--- config.mk ---
export PLATFORM = sky130hd
export DESIGN_NAME = nocs_best
export DESIGN_NICKNAME = d
export VERILOG_FILES = /design/src/hw/rtl/nearest_occupied_cell_search_assert.svh /design/src/hw/rtl/nocs_pkg.sv /design/src/hw/rtl/nocs_best.sv
export SDC_FILE = /design/constraint.sdc
export NUM_CORES = 1
export LEC_CHECK = 0
export BUFFER_PORTS_ARGS = -buffer_cell sky130_fd_sc_hd__buf_4
export CAP_MARGIN = 20
export CELL_PAD_IN_SITES_DETAIL_PLACEMENT = 0
export CELL_PAD_IN_SITES_GLOBAL_PLACEMENT = 1
export CORE_MARGIN = 10
export CORE_UTILIZATION = 40
export DETAILED_ROUTE_END_ITERATION = 7
export GPL_TIMING_DRIVEN = 0
export HOLD_SLACK_MARGIN = 0.03
export PLACE_DENSITY = 0.73
export SLEW_MARGIN = 5
export SYNTH_ARGS = -nofsm -noshare
export SYNTH_HDL_FRONTEND = slang
export SYNTH_SLANG_ARGS = --single-unit
--- constraint.sdc ---
create_clock -name clk -period 6.8 [get_ports clk]
set_clock_uncertainty 0.15 [all_clocks]
set_input_delay 0.68 -clock clk [delete_from_list [all_inputs] [get_ports clk]]
set_output_delay 0.68 -clock clk [all_outputs]
set_load 0.03 [all_outputs]
--- src/hw/rtl/nearest_occupied_cell_search_assert.svh ---
// assertion macros shared by the nearest occupied cell search rtl
`ifndef NEAREST_OCCUPIED_CELL_SEARCH_ASSERT_SVH
`define NEAREST_OCCUPIED_CELL_SEARCH_ASSERT_SVH

// same-cycle implication, sampled on clk, off while rst_n is low
`define NOCS_ASSERT_SAME(lbl, ante, cons) \
  lbl: assert property (@(posedge clk) disable iff (!rst_n) (ante) |-> (cons)) \
    else $error("nocs: assertion failed");

// next-cycle implication, sampled on clk, off while rst_n is low
`define NOCS_ASSERT_NEXT(lbl, ante, cons) \
  lbl: assert property (@(posedge clk) disable iff (!rst_n) (ante) |=> (cons)) \
    else $error("nocs: assertion failed");

`endif

--- src/hw/rtl/nocs_pkg.sv ---
// shared constants, codes and structs of the nearest occupied cell search
`default_nettype none

package nocs_pkg;

  localparam int GRID_W = 64;
  localparam int GRID_H = 64;
  localparam int CELLS  = GRID_W * GRID_H;
  localparam int X_W    = $clog2(GRID_W);
  localparam int Y_W    = $clog2(GRID_H);
  localparam int ADDR_W = $clog2(CELLS);

  localparam int CRD_W  = 9;
  localparam int DIFF_W = 11;
  localparam int MAG_W  = 10;
  localparam int SQ_W   = 20;
  localparam int DIST_W = 21;
  localparam int EV_W   = 16;
  localparam int ENT_W  = 17;

  typedef enum logic [1:0] {
    FN_WRITE = 2'd0,
    FN_QUERY = 2'd1,
    FN_CLEAR = 2'd2,
    FN_NOP   = 2'd3
  } func_t;

  typedef struct packed {
    logic             start;
    logic             vld;
    logic             last;
    logic [X_W-1:0]   x;
    logic [Y_W-1:0]   y;
    logic [CRD_W-1:0] qcol;
    logic [CRD_W-1:0] qrow;
  } scan_tap_t;

  typedef struct packed {
    logic            done;
    logic            found;
    logic [EV_W-1:0] ev;
  } scan_res_t;

endpackage

`default_nettype wire

--- src/hw/rtl/nocs_best.sv ---
// squared distance pipeline and running best tracker for the grid scan
`default_nettype none

module nocs_best (
  input  logic                     clk,
  input  logic                     rst_n,
  input  nocs_pkg::scan_tap_t      tap,
  input  logic [nocs_pkg::ENT_W-1:0] rd_data,
  output nocs_pkg::scan_res_t      res
);
  import nocs_pkg::*;

  logic               vld_b_r;
  logic               last_b_r;
  logic [X_W-1:0]     x_b_r;
  logic [Y_W-1:0]     y_b_r;

  logic signed [DIFF_W-1:0] dx;
  logic signed [DIFF_W-1:0] dy;
  logic [MAG_W-1:0]   mag_x;
  logic [MAG_W-1:0]   mag_y;
  logic [SQ_W-1:0]    sq_x;
  logic [SQ_W-1:0]    sq_y;

  logic               occ_c_r;
  logic               last_c_r;
  logic [EV_W-1:0]    ev_c_r;
  logic [SQ_W-1:0]    sqx_c_r;
  logic [SQ_W-1:0]    sqy_c_r;
  logic [DIST_W-1:0]  dist_sum;

  logic               have_r;
  logic [DIST_W-1:0]  best_r;
  logic [EV_W-1:0]    best_ev_r;
  logic               done_r;

  // stage b: read data lines up with the registered coordinates
  always_ff @(posedge clk) begin
    if (!rst_n) begin
      vld_b_r  <= 1'b0;
      last_b_r <= 1'b0;
    end else begin
      vld_b_r  <= tap.vld;
      last_b_r <= tap.last;
    end
    x_b_r <= tap.x;
    y_b_r <= tap.y;
  end

  assign dx    = DIFF_W'({1'b0, x_b_r}) - DIFF_W'(signed'(tap.qcol));
  assign dy    = DIFF_W'({1'b0, y_b_r}) - DIFF_W'(signed'(tap.qrow));
  assign mag_x = dx[DIFF_W-1] ? MAG_W'(-dx) : MAG_W'(dx);
  assign mag_y = dy[DIFF_W-1] ? MAG_W'(-dy) : MAG_W'(dy);
  assign sq_x  = mag_x * mag_x;
  assign sq_y  = mag_y * mag_y;

  // stage c: squares registered
  always_ff @(posedge clk) begin
    if (!rst_n) begin
      occ_c_r  <= 1'b0;
      last_c_r <= 1'b0;
    end else begin
      occ_c_r  <= vld_b_r && rd_data[ENT_W-1];
      last_c_r <= last_b_r;
    end
    ev_c_r  <= rd_data[EV_W-1:0];
    sqx_c_r <= sq_x;
    sqy_c_r <= sq_y;
  end

  assign dist_sum = DIST_W'(sqx_c_r) + DIST_W'(sqy_c_r);

  // strict less-than keeps the first cell in raster order on a tie
  always_ff @(posedge clk) begin
    if (!rst_n) begin
      have_r    <= 1'b0;
      best_ev_r <= '0;
      done_r    <= 1'b0;
    end else begin
      done_r <= last_c_r;
      if (tap.start) begin
        have_r    <= 1'b0;
        best_ev_r <= '0;
      end else if (occ_c_r && (!have_r || (dist_sum < best_r))) begin
        have_r    <= 1'b1;
        best_ev_r <= ev_c_r;
      end
    end
    if (occ_c_r && (!have_r || (dist_sum < best_r))) begin
      best_r <= dist_sum;
    end
  end

  assign res.done  = done_r;
  assign res.found = have_r;
  assign res.ev    = best_ev_r;

endmodule

`default_nettype wire

======== Word level (Yosys, flattened, before mapping) ========
Index checks and enable logic that the tools add are counted.
storage, ports and cells
  flip-flop bits (word level) ............. 111
  output and inout bits ................... 18
  logic and storage cells ................. 29
operators by class
  add/sub/neg operators ................... 5
  $mul .................................... 2
  $lt $le $gt $ge ......................... 1
  muxes and demuxes ....................... 2
  bitwise logic cells ..................... 1
  reductions and logical operators ........ 5
operators by type and width
  operator                                        number
  10-bit by 10-bit multiplier with 20-bit output  2
  20-bit by 20-bit adder with 21-bit output       1
  21-bit < comparator                             1
  10-bit 2-to-1 mux                               2
  10-bit negator                                  2
  7-bit by 9-bit subtractor with 10-bit output    2
  1-bit logical AND                               2
  2-bit OR reduction                              1
  1-bit logical NOT                               1
  1-bit logical OR                                1
  1-bit inverter                                  1

======== Logic depth before layout (Yosys ltp) ========
  depth in word-level cells ............... 4
  mapped depth ............................ 30
  mapped depth without buffers ............ 30

======== Least setup slack after synthesis ========
OpenSTA, ideal clock, no wires.
  path kind ............................... in2reg
  start point ............................. input port tap[2] (netlist bit)
  end point ............................... register sqy_c_r[18]
  setup time .............................. 62 ps
  data arrival time ....................... 7117 ps
  setup slack ............................. -529 ps
  stages .................................. 26
  cells stage by stage .................... inv_1 ha_1 nor2b_1 o21a_1 or3_1 a222oi_1 a31oi_1 xnor2_1 buf_2 nor2_1 inv_1 fa_1 fa_1 inv_1 fa_1 fa_1 inv_1 fa_1 inv_1 ha_1 a21o_1 or4_1 nand3_1 a31oi_1 or4_1 nand3_1
on the way
  longest elaborated chain between the ends .. 4
ends and longest elaborated chain
  what                                                line             RTL
  from (decl)                                         nocs_best.sv:7   input nocs_pkg::scan_tap_t tap,
  7-bit by 9-bit subtractor with 10-bit output (*)    nocs_best.sv:51  assign dy = DIFF_W'({1'b0, y_b_r}) - DIFF_W'(signed'(tap.qrow));
  10-bit negator                                      nocs_best.sv:53  assign mag_y = dy[DIFF_W-1] ? MAG_W'(-dy) : MAG_W'(dy);
  10-bit 2-to-1 mux (*)                               nocs_best.sv:53
  10-bit by 10-bit multiplier with 20-bit output (*)  nocs_best.sv:55  assign sq_y = mag_y * mag_y;
  named net sq_y[18]                                  nocs_best.sv:23  logic [SQ_W-1:0] sq_y;
  to (signal assigned)                                nocs_best.sv:68  sqy_c_r <= sq_y;
  to (decl)                                           nocs_best.sv:29  logic [SQ_W-1:0] sqy_c_r;
The timed path passes the listed nets; every way through them passes the cells marked *.
A chain may end at the register's enable or synchronous reset.

======== Final worst setup path ========
  start point ............................. input port tap[10] (netlist bit)
  end point ............................... register sqx_c_r[18]
on the way
  longest elaborated chain between the ends .. 4
ends and longest elaborated chain
  what                                                line             RTL
  7-bit by 9-bit subtractor with 10-bit output (*)    nocs_best.sv:50  assign dx = DIFF_W'({1'b0, x_b_r}) - DIFF_W'(signed'(tap.qcol));
  10-bit negator                                      nocs_best.sv:52  assign mag_x = dx[DIFF_W-1] ? MAG_W'(-dx) : MAG_W'(dx);
  10-bit 2-to-1 mux (*)                               nocs_best.sv:52
  10-bit by 10-bit multiplier with 20-bit output (*)  nocs_best.sv:54  assign sq_x = mag_x * mag_x;
  named net sq_x[18]                                  nocs_best.sv:22  logic [SQ_W-1:0] sq_x;
  to (signal assigned)                                nocs_best.sv:67  sqx_c_r <= sq_x;
  to (decl)                                           nocs_best.sv:28  logic [SQ_W-1:0] sqx_c_r;
Marks and branches as above.

==> impl_metrics.yaml <==
floorplan:
  core_region_area_sq_um: 25300
  io_pins: 70
  row_count: 58
  die_height_um: 180
  die_w_um: 180
  dieArea_sq_um: 32600
  start_util_pct: 40.8
sta:
  fin_ws_ps: -110
  fin_crit_ps: 6910
  slew_headroom_pct: 49.4
  tightest_slew_ps: 759
  post-route-period-util_pct: 102
  setup_viol: 5
  max_freq_mhz: 145
  hold_violations: 0
  rsz0062_at_grt: "yes"
  maxSlewViolCount: 0
grt:
  grt_usage_pct: 13.8
  antenna_found_initial: 1
  overflow: 0
  grt_pass1_wl_um: 37900
  first_global_vias: 7971
  grt_start_max_net_pins: 31
worst_setup_path:
  endpoint_kind: "flip-flop"
  worst-endpoint-required_ps: 6880
  reg2reg_to: "sqx_c_r[18]$_DFF_P_"
  r2r-start: "x_b_r[1]$_DFF_P_"
  cp_max_fo: 3
  arrival_ps: 6990
  startpoint_type: "primary input"
  worstSetupPathType: "in2reg"
  r2r_cells: 26
  worst-r2r-setup-slack_ps: -60
outcome:
  violations: "setup timing"
  status: "finished with violations"
finish:
  num_antenna_cells: 0
  nets: 1558
  layout-drive-gt1-share_pct: 24.1
  syn_to_final_growth_pct: 26.8
  final_area_sq_um: 13100
  stdcell_count: 1597
  final_common_cell: "inv_1"
  final_cell_mix: "171 x inv_1, 123 x ha_1, 114 x buf_4"
clock_network:
  numCtsBuffers: 9
  clock_sinks: 109
  tritoncts: "yes"
  root_buffer: "clkbuf_16"
  hold_buffers: 0
  cts.reportedPaths.clkPinSlew_ps: 90
  clk_latency_ps: 360
  clk_path_buf_depth: 2
  cts_max_level: 3
placement:
  io_buffers: 69
  placed_area_sq_um: 11500
  dp_cells: 1532
  gp_congestion: 0.801
  pre_cts_ws_ps: -1080
  detailed_place_hpwl_um: 17100
synthesis:
  synth_edf_count: 21
  synthFlopType: "dfxtp_1"
  synth-seq-cells: 109
  syn_area_sq_um: 10300
  syn_area_per_cell_sq_um: 9.27
  synth_warnings: 0
  yosysSeqAreaShare_pct: 23.2
  synth_cell_type_count: 64
  async_reset_ff_share_pct: 0
  netlist_instances: 1111
route:
  drt-initial-drc-count: 298
  ant_nets: 0
  first_pass_iters: 5
  wl_um: 22100
  vias: 7688
  drc: 0
  viasPerCell: 4.81
  wl_per_cell_um: 13.8
min_path:
  hold_depth: 1
  hp-class: "in2reg"
  hold_end: "ev_c_r[12]$_DFF_P_"
  hp-start: "rd_data[12]"
flow_run:
  maxCapViolCount: 0
[timing repair]
| item | 4_1_cts | 5_1_grt |
|---|---|---|
| endpoints found under the setup margin | 20 | 17 |
| setup buffers | 40 | 11 |
| pin swaps | 59 | 45 |
| resized for setup | 97 | 70 |
| endpoints found under the hold margin | 0 | 0 |
[flip-flops by register name (all words and copies together), names as in the netlist]
name and flops:
best_ev_r 16, best_r 21, done_r 1, ev_c_r 16
have_r 1, last_b_r 1, last_c_r 1, occ_c_r 1
sqx_c_r 19, sqy_c_r 19, vld_b_r 1, x_b_r 6
y_b_r 6
[routing by layer]
metal / part of all wire, % / track usage (%) / vias up / wire, um
li1: - / - / 3916 / -
met1: 49 / 18.3 / 3627 / 10800
met2: 46 / 22.7 / 127 / 10100
met3: 4.2 / 2.61 / 18 / 930
met4: 1.4 / 2.89 / 0 / 300
met5: 0 / 0 / - / 0
[kinds of logic after synthesis]
logic type                 after synthesis  share of synthesized area (%)
and+or+nand+nor                        279                           13.0
buffers and inverters                  215                           8.06
AOI/OAI and AO/OA                      173                           11.1
muxes                                   19                           1.88
adders and majority gates              244                           36.6
xor gates and xnor gates                70                           6.02
other                                    2                         0.0729
DFF                                    109                           23.2
[worst max-delay path, stage by stage]
cell and delay [ps]:
buf_12 90, clkinv_8 40, ha_4 190, nor2b_4 130
o2111a_2 280, or4_4 450, a2bb2oi_4 220, a41oi_2 110
o31a_1 310, buf_6 150, or2_4 220, fa_1 470
fa_1 510, inv_2 50, fa_1 450, fa_1 490
inv_1 50, fa_1 490, inv_2 50, ha_4 150
or2_4 240, nor3_4 130, a211o_1 190, a21oi_2 80
o41a_1 410, nand3_1 120, nand2_2 70, xor2_2 160
[worst max path at each step]
stage	from	to	slack [ps]	depth (start not counted)
floorplan	tap[10]	sqx_c_r[18]$_DFF_P_	-60	28
global placement	tap[9]	sqx_c_r[19]$_DFF_P_	-1090	26
detailed placement	tap[10]	sqx_c_r[18]$_DFF_P_	-1080	28
CTS	tap[9]	sqx_c_r[18]$_DFF_P_	-30	29
global route	tap[10]	sqx_c_r[18]$_DFF_P_	-280	30
finish	tap[10]	sqx_c_r[18]$_DFF_P_	-110	28
[cell type report]
type                    count  area (sq um)
repair buffers            118           930
inverters                 189           729
well taps                 330           413
multi-input cells         809          8140
plain buffers              26           165
clock buffers               9           225
flip-flops and latches    109          2390
fillers                  2382         12200
clock inverters             7          75.1
[synthesized netlist by cell type, types with 11 or more instances]
cell type / instances / area, sq um
a21o_1: 22 / 165
a21oi_1: 50 / 250
a31oi_1: 11 / 68.8
and2_1: 11 / 68.8
clkbuf_1: 16 / 60.1
dfxtp_1: 88 / 1760
edfxtp_1: 21 / 631
fa_1: 96 / 1920
ha_1: 148 / 1850
inv_1: 189 / 709
mux2i_1: 16 / 160
nand2_1: 62 / 233
nand2b_1: 19 / 119
nand3_1: 11 / 55.1
nor2_1: 91 / 342
nor2b_1: 14 / 87.6
nor3_1: 19 / 95.1
o21a_1: 14 / 105
o21ai_0: 30 / 150
or2_2: 21 / 131
xnor2_1: 46 / 403
xor2_1: 23 / 201
[metrics by stage]
step	TNS (ps)	util, %	hold slack (ps)
after floorplan	-96.9	-	262
after global placement	-13750	45.6	265
after detailed placement	-13910	45.6	272
after CTS	-50.7	50.2	245
after global routing	-1940	51.8	238
final	-226	51.8	267
Power is not shown: default switching activity piles up to over one toggle a cycle in this logic, so the estimate is an artifact.
